==> src/sv/ffl_pkg.sv <==
`timescale 1ns / 1ps
// shared types and constants for the force-field tuple lookup unit
// no dependencies

package ffl_pkg;

	localparam int TABLE_DEPTH = 64;
	localparam int ID_W        = 16;
	localparam int ADDR_W      = 6;
	localparam int CNT_W       = 7;
	localparam int NUM_LANES   = 4;

	// opcodes
	localparam logic [1:0] OP_WRITE     = 2'd0;
	localparam logic [1:0] OP_SELECT    = 2'd1;
	localparam logic [1:0] OP_TRANSLATE = 2'd2;
	localparam logic [1:0] OP_NONE      = 2'd3;

	// table selections
	localparam logic [2:0] TBL_ATOM  = 3'd0;
	localparam logic [2:0] TBL_TRANS = 3'd1;
	localparam logic [2:0] TBL_BOND  = 3'd2;
	localparam logic [2:0] TBL_ANGLE = 3'd3;
	localparam logic [2:0] TBL_DIHED = 3'd4;
	localparam logic [2:0] TBL_IMPR  = 3'd5;
	localparam logic [2:0] TBL_INDEX = 3'd6;
	localparam logic [2:0] TBL_BAD   = 3'd7;

	// configuration register indexes
	localparam logic [2:0] REG_ATOM_CNT  = 3'd0;
	localparam logic [2:0] REG_TRANS_CNT = 3'd1;
	localparam logic [2:0] REG_BOND_CNT  = 3'd2;
	localparam logic [2:0] REG_ANGLE_CNT = 3'd3;
	localparam logic [2:0] REG_DIHED_CNT = 3'd4;

	typedef logic [NUM_LANES-1:0][ID_W-1:0] ids_t;

	// control from sequencer to one lane
	typedef struct packed {
		logic       clr;
		logic       en;
		logic [2:0] len;
	} lane_ctl_t;

	// what one lane found
	typedef struct packed {
		logic              hit;
		logic [ADDR_W-1:0] pos;
		logic [ID_W-1:0]   dest;
	} lane_res_t;

endpackage

==> src/sv/ffl_lane.sv <==
`timescale 1ns / 1ps
// one compare lane: matches a key of 1 to 4 ids, forward or reversed,
// against a scanned table entry and keeps the first hit; uses ffl_pkg

module ffl_lane import ffl_pkg::*; (
	input  logic                   clk,
	input  logic                   arst_n,
	input  lane_ctl_t              ctl,
	input  ids_t                   key,
	input  logic [NUM_LANES*ID_W-1:0] data,
	input  logic [ID_W-1:0]        dest,
	input  logic                   vld,
	input  logic [ADDR_W-1:0]      idx,
	output lane_res_t              res
);

	logic            fwd;
	logic            rev;
	logic            hit_q;
	logic [ADDR_W-1:0] pos_q;
	logic [ID_W-1:0] dest_q;

	// forward and reversed compare over the used slots
	always_comb begin
		logic [1:0] ridx;
		fwd = 1'b1;
		rev = 1'b1;
		for (int k = 0; k < NUM_LANES; k++) begin
			ridx = 2'(ctl.len - 3'(k) - 3'd1);
			if (3'(k) < ctl.len) begin
				if (data[k*ID_W +: ID_W] != key[k]) fwd = 1'b0;
				if (data[k*ID_W +: ID_W] != key[ridx]) rev = 1'b0;
			end
		end
	end

	// first hit capture
	always_ff @(posedge clk or negedge arst_n) begin
		if (!arst_n) begin
			hit_q <= 1'b0;
		end else if (ctl.clr) begin
			hit_q <= 1'b0;
		end else if (vld && ctl.en && !hit_q && (fwd || rev)) begin
			hit_q <= 1'b1;
		end
	end

	always_ff @(posedge clk) begin
		if (vld && ctl.en && !hit_q && (fwd || rev)) begin
			pos_q  <= idx;
			dest_q <= dest;
		end
	end

	assign res.hit  = hit_q;
	assign res.pos  = pos_q;
	assign res.dest = dest_q;

endmodule

==> config.mk <==
export PLATFORM = sky130hd
export DESIGN_NAME = ffl_lane
export DESIGN_NICKNAME = d
export VERILOG_FILES = /design/src/sv/ffl_pkg.sv /design/src/sv/ffl_lane.sv
export SDC_FILE = /design/constraint.sdc
export NUM_CORES = 1
export LEC_CHECK = 0
export BUFFER_PORTS_ARGS = -buffer_cell sky130_fd_sc_hd__buf_2
export CORE_MARGIN = 1.5
export CORE_UTILIZATION = 25
export CTS_CLUSTER_SIZE = 30
export DETAILED_ROUTE_END_ITERATION = 8
export GPL_TIMING_DRIVEN = 1
export PLACE_DENSITY_LB_ADDON = 0.25
export RECOVER_POWER = 50
export REMOVE_ABC_BUFFERS = 1
export SLEW_MARGIN = 0
export SYNTH_ARGS = -nofsm -noshare
export SYNTH_HDL_FRONTEND = slang
export SYNTH_SLANG_ARGS = --single-unit
==> constraint.sdc <==
create_clock -name clk -period 3.62 [get_ports clk]
set_input_delay 0.543 -clock clk [delete_from_list [all_inputs] [get_ports clk]]
set_output_delay 0.543 -clock clk [all_outputs]
set_load 0.01 [all_outputs]
==> flow_summary.ini <==
[synth]
synth_top_area_share_pct = 38.7
netlist_instances = 287
synth_top_cells_by_area = mux4_2 (39%), xnor2_1 (23%), edfxtp_1 (18%)
yosysSeqAreaShare_pct = 18.4
yosysTopAreaCell = mux4_2
synth.avg_cell_area_sq_um = 13.0
synth_seq_cells = 23
ys_types = 24
syn-cell-area_sq_um = 3720
synth_warnings = 0

[hold_path]
min-delay-path-class = in2async

[die]
initial_utilization_pct = 25.6
die-area_sq_um = 15600
rows = 44
top_level_ports = 181
coreArea_sq_um = 14500
die_w_um = 125
die_y_um = 125

[timing]
tightestPinTransition_ns = 0.458
fmax_ghz = 0.308
rsz0062_at_grt = no
fin_skew_ns = 0.000970
slew_viol_final = 0
min_period_ns = 3.25
period_share_pct = 89.7
fin_hold_ws_ns = 0.0620
final_hold_viol_count = 0
maxSlewHeadroom_pct = 69.2
setup_viol = 0

[critical_path]
cp_max_fo = 22
required_ns = 3.55
rrSetupSlack_ns = 2.17
reg2reg_depth = 2
reg2reg_from = hit_q
critPathCaptureType = flop
crit_path_start = ctl[0]
endpoint = dest_q[15]
reg2reg_to = dest_q[15]
timing.critical_path.arrival_ns = 3.18
critPathLaunchType = primary input
path_class = in2reg

[clocking]
post_cts_resized = 0
cts_sinks = 23
cts_buffer_depth = 2
cts_tree = built
htree_num_levels = 1
clk_pin_slew_ns = 0.05
cts_setup_buffers = 0
cts-root-buf = clkbuf_16
cts_hold_buf = 0
cts-buffers-inserted = 3
clock_insertion_delay_worst_skew_ns = 0.25

[drt]
drtPass1Iterations = 4
drc = 0
antenna_left = 0
post_drt_wl_per_cell_um = 20.6
num_vias = 3351
wl_um = 13400
dr.first_iter.drc_count = 125
via_per_inst = 5.16

[final_layout]
multi_input_area_sq_um = 2930
drive_gt1_share_pct = 52.7
nFillCells = 1519
nets = 624
ff_latch_area_sq_um = 686
diodes = 0
synthToLayoutAreaGrowth_pct = 33.0
fin_util_pct = 34.0
final_cell_area_sq_um = 4950

[place]
dpl.hpwl_um = 11800
gp_congestion = 0.886
dpl-instance-area_sq_um = 4890
port_buffers = 180

[power]
ir_drop_uv = 102
total_power_mw = 1.10
p_per_area_nw_per_um2 = 223
p_leak_nw = 1.80

[global_route]
met3_usage_pct = 2.48
grt_max_degree = 37
grt_use_met1_pct = 22.3
grt_use_met2_pct = 28.3
grt_use_total_pct = 16.8
grt.busiest_layer = met2
grt_pass1_wl_um = 20300
antenna_found_initial = 1
overflow = 0
grt_pass1_vias = 3522

[run_status]
outcome = finished, final reports clean

[flow_run]
cap_viol_max_count = 0
-- area by class of cell --
cell class,count,share of cell area (%)
Tap cell,184,4.65
Multi-Input combinational cell,248,59.2
Sequential cell,23,13.9
Timing Repair Buffer,190,20.7
Clock buffer,4,1.59
-- routing by layer --
| layer | wire length, um | part of all wire, % |
|---|---|---|
| met4 | 331 | 2.5 |
| met5 | 7 | 0.052 |
| met3 | 881 | 6.6 |
| met1 | 5760 | 43 |
| met2 | 6400 | 48 |
-- registers in the layout, summed over array words and instances, names as in the netlist --
register / count
hit_q: 1
pos_q: 6
dest_q: 16
-- cells in the final DEF (no fill, tap or decap) --
master     count
buf_4          6
buf_12         5
nor2_1         2
clkbuf_16      3
nand4_1       27
nor4_1        14
dfrtp_1        1
clkbuf_1      15
nand2_1        2
mux4_2        64
o41ai_1        1
o22a_1         1
xor2_1        32
o41ai_2        2
a21oi_1        1
a41oi_1        1
o21ai_0        1
xnor2_1       96
o221ai_1       1
a21boi_0       1
buf_2        165
nor2b_1        1
edfxtp_1      22
nor3_1         1
-- cells in the mapped netlist --
cell / number
buf_2: 6
nand4_1: 27
o41ai_2: 1
nor2b_1: 1
o21ai_0: 1
a41oi_1: 1
o221ai_1: 1
o41ai_1: 2
edfxtp_1: 22
nor2_1: 2
o22a_1: 1
dfrtp_1: 1
a21boi_0: 1
clkbuf_1: 2
xor2_1: 32
buf_4: 2
buf_1: 1
xnor2_1: 96
mux4_2: 64
nor3_1: 1
nand2_1: 2
a21oi_1: 1
buf_6: 5
nor4_1: 14
-- worst min-delay path by stage --
stage / startpoint / to / slack, ns
2_1_floorplan: arst_n / hit_q / 0.25
4_1_cts: arst_n / hit_q / 0.06
5_1_grt: arst_n / hit_q / 0.06
3_5_place_dp: arst_n / hit_q / 0.33
3_3_place_gp: arst_n / hit_q / 0.33
6_report: arst_n / hit_q / 0.06
-- where the power goes --
group | switching (mW) | internal, mW | leakage (nW) | total [mW]
clock network | 0.0787 | 0.150 | 0.0382 | 0.228
registers | 0.000470 | 0.293 | 0.212 | 0.294
logic | 0.276 | 0.303 | 1.55 | 0.579
total | 0.355 | 0.746 | 1.80 | 1.10
-- cell families after synthesis --
group                  synth area share (%)
XOR/XNOR                               30.1
buffers and inverters                  3.03
flip-flops                             18.4
multiplexers                           38.7
AO/OA/AOI/OAI                          2.08
AND/OR/NAND/NOR                        7.60
-- through the flow --
stage	setup slack, ns	std cells	TNS [ns]
floorplan	-1.05	271	-23.05
global placement	0.0976	645	0
detailed placement	0.0393	645	0
CTS	0.291	649	0
global route	0.202	649	0
finish	0.374	649	0
-- worst max-delay path, stage by stage --
cell,delay (ns)
buf_4,0.22
buf_12,0.20
mux4_2,0.51
xnor2_1,0.19
nand4_1,0.22
o41ai_2,0.38
o221ai_1,0.24
o41ai_2,0.33
buf_4,0.33
Note: power is estimated with default switching activity, not from simulation.
