### src/sv/ffl_pkg.sv
`timescale 1ns / 1ps
// shared types and constants for the force-field tuple lookup unit
// no dependencies

package ffl_pkg;

	localparam int TABLE_DEPTH = 64;
	localparam int ID_W        = 16;
	localparam int ADDR_W      = 6;
	localparam int CNT_W       = 7;
	localparam int NUM_LANES   = 4;

	// opcodes
	localparam logic [1:0] OP_WRITE     = 2'd0;
	localparam logic [1:0] OP_SELECT    = 2'd1;
	localparam logic [1:0] OP_TRANSLATE = 2'd2;
	localparam logic [1:0] OP_NONE      = 2'd3;

	// table selections
	localparam logic [2:0] TBL_ATOM  = 3'd0;
	localparam logic [2:0] TBL_TRANS = 3'd1;
	localparam logic [2:0] TBL_BOND  = 3'd2;
	localparam logic [2:0] TBL_ANGLE = 3'd3;
	localparam logic [2:0] TBL_DIHED = 3'd4;
	localparam logic [2:0] TBL_IMPR  = 3'd5;
	localparam logic [2:0] TBL_INDEX = 3'd6;
	localparam logic [2:0] TBL_BAD   = 3'd7;

	// configuration register indexes
	localparam logic [2:0] REG_ATOM_CNT  = 3'd0;
	localparam logic [2:0] REG_TRANS_CNT = 3'd1;
	localparam logic [2:0] REG_BOND_CNT  = 3'd2;
	localparam logic [2:0] REG_ANGLE_CNT = 3'd3;
	localparam logic [2:0] REG_DIHED_CNT = 3'd4;

	typedef logic [NUM_LANES-1:0][ID_W-1:0] ids_t;

	// control from sequencer to one lane
	typedef struct packed {
		logic       clr;
		logic       en;
		logic [2:0] len;
	} lane_ctl_t;

	// what one lane found
	typedef struct packed {
		logic              hit;
		logic [ADDR_W-1:0] pos;
		logic [ID_W-1:0]   dest;
	} lane_res_t;

endpackage

### src/sv/ffl_merge.sv
`timescale 1ns / 1ps
// merges lane results into one result beat
// uses ffl_pkg

module ffl_merge import ffl_pkg::*; (
	input  logic [1:0]              op,
	input  logic [2:0]              tbl,
	input  ids_t                    ids,
	input  lane_res_t [NUM_LANES-1:0] lanes,
	output logic                    found,
	output logic [ADDR_W-1:0]       pos,
	output logic                    bad,
	output ids_t                    outs
);

	always_comb begin
		found = 1'b0;
		pos   = '0;
		bad   = 1'b0;
		outs  = '0;
		unique case (op)
			OP_WRITE: begin
				bad = (tbl == TBL_BAD);
			end
			OP_SELECT: begin
				unique case (tbl)
					TBL_ATOM, TBL_TRANS, TBL_BOND, TBL_ANGLE, TBL_DIHED: begin
						found = lanes[0].hit;
						pos   = lanes[0].hit ? lanes[0].pos : '0;
					end
					TBL_INDEX: begin
						found = (ids[0][ID_W-1:ADDR_W] == '0);
						pos   = found ? ids[0][ADDR_W-1:0] : '0;
					end
					TBL_BAD: bad = 1'b1;
					default: found = 1'b0;
				endcase
			end
			OP_TRANSLATE: begin
				for (int k = 0; k < NUM_LANES; k++) begin
					outs[k] = lanes[k].hit ? lanes[k].dest : ids[k];
				end
			end
			default: found = 1'b0;
		endcase
	end

endmodule

### config.mk
export PLATFORM = sky130hd
export DESIGN_NAME = ffl_merge
export DESIGN_NICKNAME = d
export VERILOG_FILES = /design/src/sv/ffl_pkg.sv /design/src/sv/ffl_merge.sv
export SDC_FILE = /design/constraint.sdc
export NUM_CORES = 1
export LEC_CHECK = 0
export ABC_AREA = 1
export ABC_CLOCK_PERIOD_IN_PS = 900
export BUFFER_PORTS_ARGS = -buffer_cell sky130_fd_sc_hd__buf_4
export CORE_AREA = 2 2 91 93
export DETAILED_ROUTE_END_ITERATION = 7
export DIE_AREA = 0 0 93 95
export GPL_TIMING_DRIVEN = 0
export PLACE_DENSITY = 0.61
export SLEW_MARGIN = 20
export SYNTH_ARGS = -nofsm -noshare
export SYNTH_HDL_FRONTEND = slang
export SYNTH_SLANG_ARGS = --single-unit
### constraint.sdc
create_clock -name vclk -period 0.9
set_input_delay 0.18 -clock vclk [all_inputs]
set_output_delay 0.18 -clock vclk [all_outputs]
set_load 0.005 [all_outputs]
==> impl.org, run 1 <==
** Status
- Result of the run :: finished, violations left
- The checks that failed: negative setup slack.

** STA
- Number of failing hold endpoints at the final stage :: 0
- Number of failing setup endpoints in the final timing report :: 71
- Minimum clock period :: roughly 1.2 ns
- Transition time of the tightest slew-check pin :: between 0.2 and 0.25 ns
- Final worst path period share :: 1.36
- Unrepaired setup endpoints after global routing :: yes
- WHS :: 0.697 ns
- The number of max-slew violations in the final report came to 0.
- Timing-limited maximum frequency :: about 820 MHz
- Setup slack after layout :: -0.324 ns
- Headroom to the max-slew limit :: 0.833

** Yosys
- Synth warnings :: 0
- Cell variety after synth :: 19
- Of the synthesized area, sequential elements account for 0.
- In this run the mean area of a mapped cell was between 4 and 5 sq um.
- Cell area after technology mapping :: about 1200 sq um
- The largest total area in the synthesized netlist belongs to sky130_fd_sc_hd__nand2_1.
- Post-Synthesis Cells :: approximately 250
- By area the synthesized netlist is led by sky130_fd_sc_hd__nand2_1 42%, sky130_fd_sc_hd__a21oi_1 27%, sky130_fd_sc_hd__buf_2 5.2%, sky130_fd_sc_hd__nand3_1 5.2%, sky130_fd_sc_hd__a21oi_2 4.5%.
- Counting every net in the synthesized netlist gives just over 400.
- Of the post-synthesis cell area, the dominant cell type holds 0.418.

** Global routing
- Summed over all layers, the global routing overflow is 0.
- For this run, global-route usage on met1 was measured as 0.190.
- Largest net degree at the start of global routing :: 11
- In the global route stage, met3 resource usage came out at 0.0231.
- After global routing, the most crowded layer is met2.
- In the global route stage, met2 resource usage came out at 0.302.
- First-pass GRT wire length :: between 10 and 15 mm
- Vias in the first global route :: around 2.4k
- Number of antenna violations at the first check in global routing :: 0
- Global-route usage over all layers :: 0.155

** Floorplanning
- Number of rows created at floorplan :: 33
- Die height :: 95 um
- Core region area :: a little under 8000 sq um
- IO Count :: between 200 and 250
- For this configuration, the core starts out at a cell density of 0.147.
- DIE WIDTH :: a little over 90 um
- Die Footprint :: about 8800 sq um

** Placement
- Summing all placed instances gives a cell area of 3010 sq um.
- GPL Wtd Cong :: around 0.75
- Placed wire-length estimate :: 5.55 mm
- Port Buf Inserts :: between 200 and 250

** Finish
- Number of antenna diodes :: 0
- The design has 0 sequential cells.
- Of the cells placed in the final design, the portion with a size suffix greater than 1 is 0.715.
- Area growth, synth to finish :: 236%
- Commonest cells after routing, fill and taps aside :: 194 x sky130_fd_sc_hd__buf_4, 127 x sky130_fd_sc_hd__nand2_1, 56 x sky130_fd_sc_hd__a21oi_2
- Layout filler cell count :: between 700 and 800
- Final design instance area without fill :: approximately 3900 sq um
- The library cell used most frequently in the layout, excluding fill and tap cells, is sky130_fd_sc_hd__buf_4.
- Summing all flip-flop and latch instances after layout gives 0 sq um.
- After the last flow step, the layout net total stands at between 600 and 700.
- Final Util :: 0.494
- In the finished layout, the clock tree contains a buffer count of 0.

** Setup path
- Ordered list of cells on the worst path :: buf_8 -> nor2_4 -> nand2_4 -> nor2_8 -> nand3_2 -> a21oi_2 -> buf_4
- In this run the worst path has a maximum fanout of 7.
- Counting both buffers and inverters, the worst setup path holds a total of 2.
- Required time reported for the critical path endpoint :: about 0.72 ns
- The largest single stage delay on the critical path is ~0.17 ns.
- Sort of element at the end of the critical path :: output port
- The worst setup path is launched from an input port.
- STA puts the critical path data arrival time at between 1 and 1.5 ns.
- The critical path crosses 7 cells after its start point.
- The worst setup path is of the in2out kind.
- Master of the slowest instance on the critical path :: sky130_fd_sc_hd__nor2_8
- Last element of the critical path :: pos[3]
- The kind of cell with the highest combined delay along the critical path is simple AND/OR/NAND/NOR gates.
- In this run the worst setup path begins at tbl[0].

** Route
- For this block, the initial DRC count from the detailed router was 44.
- The first detailed-routing pass took 4 iterations.
- Vias :: 2634
- Remaining number of nets flagged by the antenna check after routing :: 0
- Ratio of routed vias to standard cells :: between 4 and 5
- In the routed design, unresolved DRC markers number 0.
- Dividing the detail-routed wire length by the instance count gives 13.5 um.
- For this block, the routed nets add up to 7.97 mm of wire.

** Power and ir drop
- The design draws between 1.5 and 2 mW.
- Pleak :: around 1.9 nW
- Power density normalized to cell area :: roughly 420 nW/um^2
- Worst supply voltage drop on vdd :: about 0.16 mV

** Hold path
- Path class of the lowest-slack min-delay path :: in2out

** Job
- MaxCap Viol Count :: 0
==> synthesized netlist by cell type <==
cell type                  number
sky130_fd_sc_hd__nand2_1      130
sky130_fd_sc_hd__a21oi_1       64
sky130_fd_sc_hd__buf_2         12
sky130_fd_sc_hd__nand3_1       12
sky130_fd_sc_hd__a21oi_2        6
sky130_fd_sc_hd__buf_4          6
sky130_fd_sc_hd__nor2_1         5
sky130_fd_sc_hd__clkinv_2       3
sky130_fd_sc_hd__nand2_2        3
sky130_fd_sc_hd__inv_1          2
sky130_fd_sc_hd__a211oi_2       1
sky130_fd_sc_hd__clkbuf_1       1
sky130_fd_sc_hd__inv_2          1
sky130_fd_sc_hd__nor2_2         1
sky130_fd_sc_hd__nor2_4         1
sky130_fd_sc_hd__nor2_8         1
sky130_fd_sc_hd__nor3b_1        1
sky130_fd_sc_hd__o21ai_2        1
sky130_fd_sc_hd__or2_1          1
==> power breakdown <==
group / switching, mW / leakage (nW) / internal, mW / total, mW
registers: 0 / 0 / 0 / 0
clock network: 0 / 0 / 0 / 0
logic: 0.692 / 1.87 / 0.964 / 1.66
total: 0.692 / 1.87 / 0.964 / 1.66
==> tightest hold or removal path, stage by stage <==
cell and delay [ns]:
sky130_fd_sc_hd__buf_4 0.08, sky130_fd_sc_hd__nand2_1 0.05, sky130_fd_sc_hd__a21oi_2 0.10, sky130_fd_sc_hd__buf_4 0.11
==> what timing repair did <==
action,in CTS,in global routing
setup buffers,9,5
cloned,14,0
gates resized for setup,125,38
hold buffers,0,0
setup endpoints to repair,71,72
pin swaps,12,8
==> how the worst min path moves through the flow <==
stage	startpoint	endpoint	slack, ns	cells after the start
3_3_place_gp	op[1]	bad	0.64	3
6_report	ids[60]	outs[60]	0.70	4
4_1_cts	ids[12]	outs[12]	0.69	4
5_1_grt	ids[47]	outs[47]	0.71	4
2_1_floorplan	op[1]	bad	0.39	1
3_5_place_dp	op[1]	bad	0.64	3
==> routing by layer <==
metal | vias to the layer above | routed length, um
met2 | 133 | 4240
met1 | 1202 | 3070
met3 | 0 | 663
li1 | 1299 | -
met4 | 0 | 0
met5 | - | 0
==> per-stage QoR <==
stage / std cells / setup slack [ns] / setup TNS [ns]
5_1_grt: 592 / -0.360 / -13.21
4_1_cts: 592 / -0.269 / -12.31
2_1_floorplan: 252 / 0.00572 / 0
3_5_place_dp: 569 / -0.420 / -24.23
6_report: 592 / -0.324 / -10.69
3_3_place_gp: 569 / -0.396 / -23.06
==> layout make-up <==
| cell class | instances | area, sq um | area share |
|---|---|---|---|
| Buffer | 19 | 246 | 0.0629 |
| Inverter | 6 | 57.6 | 0.0147 |
| Multi-Input combinational cell | 229 | 1510 | 0.384 |
| Tap cell | 105 | 131 | 0.0335 |
| Timing Repair Buffer | 233 | 1980 | 0.505 |
==> cells by family after synthesis <==
family / Yosys count / synth area share
compound gates: 72 / 0.338
buf+inv: 25 / 0.116
simple gates: 155 / 0.546
(Power assumes the default switching activity.)
==> run 2: changes to the inputs <==
PLACE_DENSITY = not set   (was 0.61)
PLACE_DENSITY_LB_ADDON = 0.08   (was not set)
==> run 2 against run 1 <==
  * Critical path depth unchanged
  * Highest routed layer is now met4
  * Final cell count increased by 0.51%
  * Design area increased by 2.0%
  * The flow still finishes with violations (negative setup slack)
  * Clock-buffer cell count unchanged
  * Utilization increased by 0.99 points
  * First-iteration DRC count decreased by 48%
  * Non-clock buffer count increased by 3
  * Largest power group unchanged
  * Hold slack got worse by 0.0041 ns
  * Via count decreased by 0.19%
  * Global-route usage increased by 1.3 points
  * Sequential share of layout area unchanged
  * Die area unchanged
==> impl.org, run 2 (synthesis results as in run 1) <==
** Finish
- Layout filler cell count :: 812
- At the end of the flow the core is filled with cells to 0.504.
- Registers take 0 sq um.
- Clock buffers in the final layout number 0.
- Commonest cells after routing, fill and taps aside :: 200 x sky130_fd_sc_hd__buf_4, 116 x sky130_fd_sc_hd__nand2_1, 58 x sky130_fd_sc_hd__a21oi_2
- The repair_antennas step left the layout with diodes totalling 0.
- The library cell used most frequently in the layout, excluding fill and tap cells, is sky130_fd_sc_hd__buf_4.
- Count of flip-flops and latches :: 0
- The area growth from synthesis to layout is 243%.
- Net count, final :: around 650
- Of the cells placed in the final design, the portion with a size suffix greater than 1 is 0.741.

** Hold path
- Worst Hold Path Cells :: 4
- Worst hold path startpoint :: ids[10]
- Path class of the lowest-slack min-delay path :: in2out

** STA
- Minimum clock period :: 1.21 ns
- Setup violations remaining at the end of the flow were counted as between 70 and 80.
- The number of hold violations in the final report came to 0.
- Final worst path period share :: 1.34
- Transition time of the tightest slew-check pin :: ~0.26 ns
- Accumulated negative setup slack :: -10.13 ns
- The worst pin sits at a relative slew slack of 0.829.
- Based on the critical path, the design can be clocked at up to 829 MHz.
- Setup repair after global routing could not meet its margin everywhere.
- Setup slack after layout :: -0.306 ns
- Number of max-slew violations in the final report :: 0

** Floorplanning
- Die Footprint :: around 8800 sq um
- The floorplan has 33 rows.
- ~230 I/O pins were placed.
- For this configuration, the core starts out at a cell density of 0.147.
- Die height :: 95 um
- Measured along the x axis, the die boundary spans between 90 and 100 um.
- In this run the standard cell core region covers 7930 sq um.

** Setup path
- Peak fanout along the critical path :: 7
- Sort of element at the end of the critical path :: output port
- STA puts the critical path data required time at roughly 0.7 ns.
- Data arrival at the endpoint of the critical path :: 1.03 ns
- Critical path startpoint category :: input port
- The critical path starts at ids[6].
- Critical path type :: in2out

** Power and ir drop
- Switching power total :: approximately 0.70 mW
- Worst supply voltage drop on vdd :: between 0.15 and 0.2 mV
- Pleak :: ~1.9 nW
- Net switching fraction of the power :: 0.414
- The share of total power dissipated in the clock network is 0.
- Of the total power, combinational logic draws 1.000.
- Sequential Power Share :: 0
- Power comes to about 1.7 mW.
- Internal power comes to ~0.99 mW.
- Power spread over the standard cell area amounts to 422 nW/um^2.

** Route
- The detailed router placed approximately 2.6k vias in this run.
- For this block, the initial DRC count from the detailed router was 23.
- Remaining number of nets flagged by the antenna check after routing :: 0
- Wirelength per Cell :: ~14 um
- In the routed layout, each cell is associated on average with a via count of 4.42.
- Detailed-router iteration count before antenna repair :: 4
- Count of unresolved DRC violations after routing :: 0
- Drt total wl :: ~8 mm

** Placement
- GPL Wtd Cong :: 0.742
- Once detailed placement completed, the half-perimeter wirelength came to 5.92 mm.
- Port Buf Inserts :: about 210

** Global routing
- For met1 alone, demand over resource in global routing was 0.200.
- GR Util met2 :: 0.321
- For this run, the total global-route usage over all layers was measured as 0.169.
- Entering global routing, the biggest net connects 11 pins.
- Most crowded layer after global routing :: met2
- First-pass GRT wire length :: ~12 mm
- The via count of the first global-routing pass was roughly 2.5k.
- The number of antenna violations at the first check in global routing was 0.
- Global-route met3 utilization :: 0.0399
- Sum of overflow across all layers after global routing :: 0

** Clock tree
- After clock tree synthesis, the flow added hold-fix buffers numbering 0.

** Job
- The tool flagged a number of max-cap violations equal to 0.

** Status
- The checks that failed: negative setup slack.
- Result of the run :: finished, violations left
==> run 2: cell types whose count changed in the layout (fill, tap and decap cells not counted), sizes merged <==
cell,previous run,this run
buf,251,254
clkinv,3,4
inv,3,2
==> run 2: cell type report <==
class | instances | area [sq um] | area share
tap | 105 | 131 | 0.0329
timing repair buffer | 236 | 2020 | 0.505
multi-input combinational | 229 | 1520 | 0.381
inverter | 6 | 72.6 | 0.0182
buffer | 19 | 251 | 0.0629
==> run 2: power by group through the flow <==
stage	clock network, mW	logic, mW	registers (mW)
after detailed placement	0	1.20	0
final	0	1.69	0
after global placement	0	1.19	0
after CTS	0	1.63	0
after floorplan	0	0.445	0
after global routing	0	1.82	0
==> run 2: worst max-delay path, cell delays in order <==
cell	delay, ns
sky130_fd_sc_hd__buf_8	0.10
sky130_fd_sc_hd__nor2_4	0.09
sky130_fd_sc_hd__nand2_2	0.08
sky130_fd_sc_hd__nor2_4	0.20
sky130_fd_sc_hd__nand3_1	0.13
sky130_fd_sc_hd__a21oi_2	0.13
sky130_fd_sc_hd__buf_4	0.11
==> run 2: path summary, 6_finish.rpt <==
kind | endpoint
setup / recovery | pos[2]
hold / removal | outs[10]
==> run 2: layer usage <==
| layer | vias to the layer above | routed length, um |
|---|---|---|
| li1 | 1305 | - |
| met1 | 1199 | 3080 |
| met2 | 123 | 4340 |
| met3 | 2 | 788 |
| met4 | 0 | 20 |
| met5 | - | 0 |
==> run 2: repair_timing <==
item | CTS | global route
setup endpoints to repair | 72 | 71
gates resized for setup | 140 | 38
buffers inserted | 11 | 3
pin swaps | 11 | 6
gates cloned | 14 | 0
==> run 2: per-stage QoR <==
step	hold WS (ns)	setup slack, ns	cells	area (sq um)
finish	0.693	-0.306	595	4000
global placement	0.640	-0.379	569	3010
detailed placement	0.639	-0.414	569	3010
CTS	0.692	-0.324	594	3860
global route	0.702	-0.360	595	4000
floorplan	0.393	0.00572	252	1290
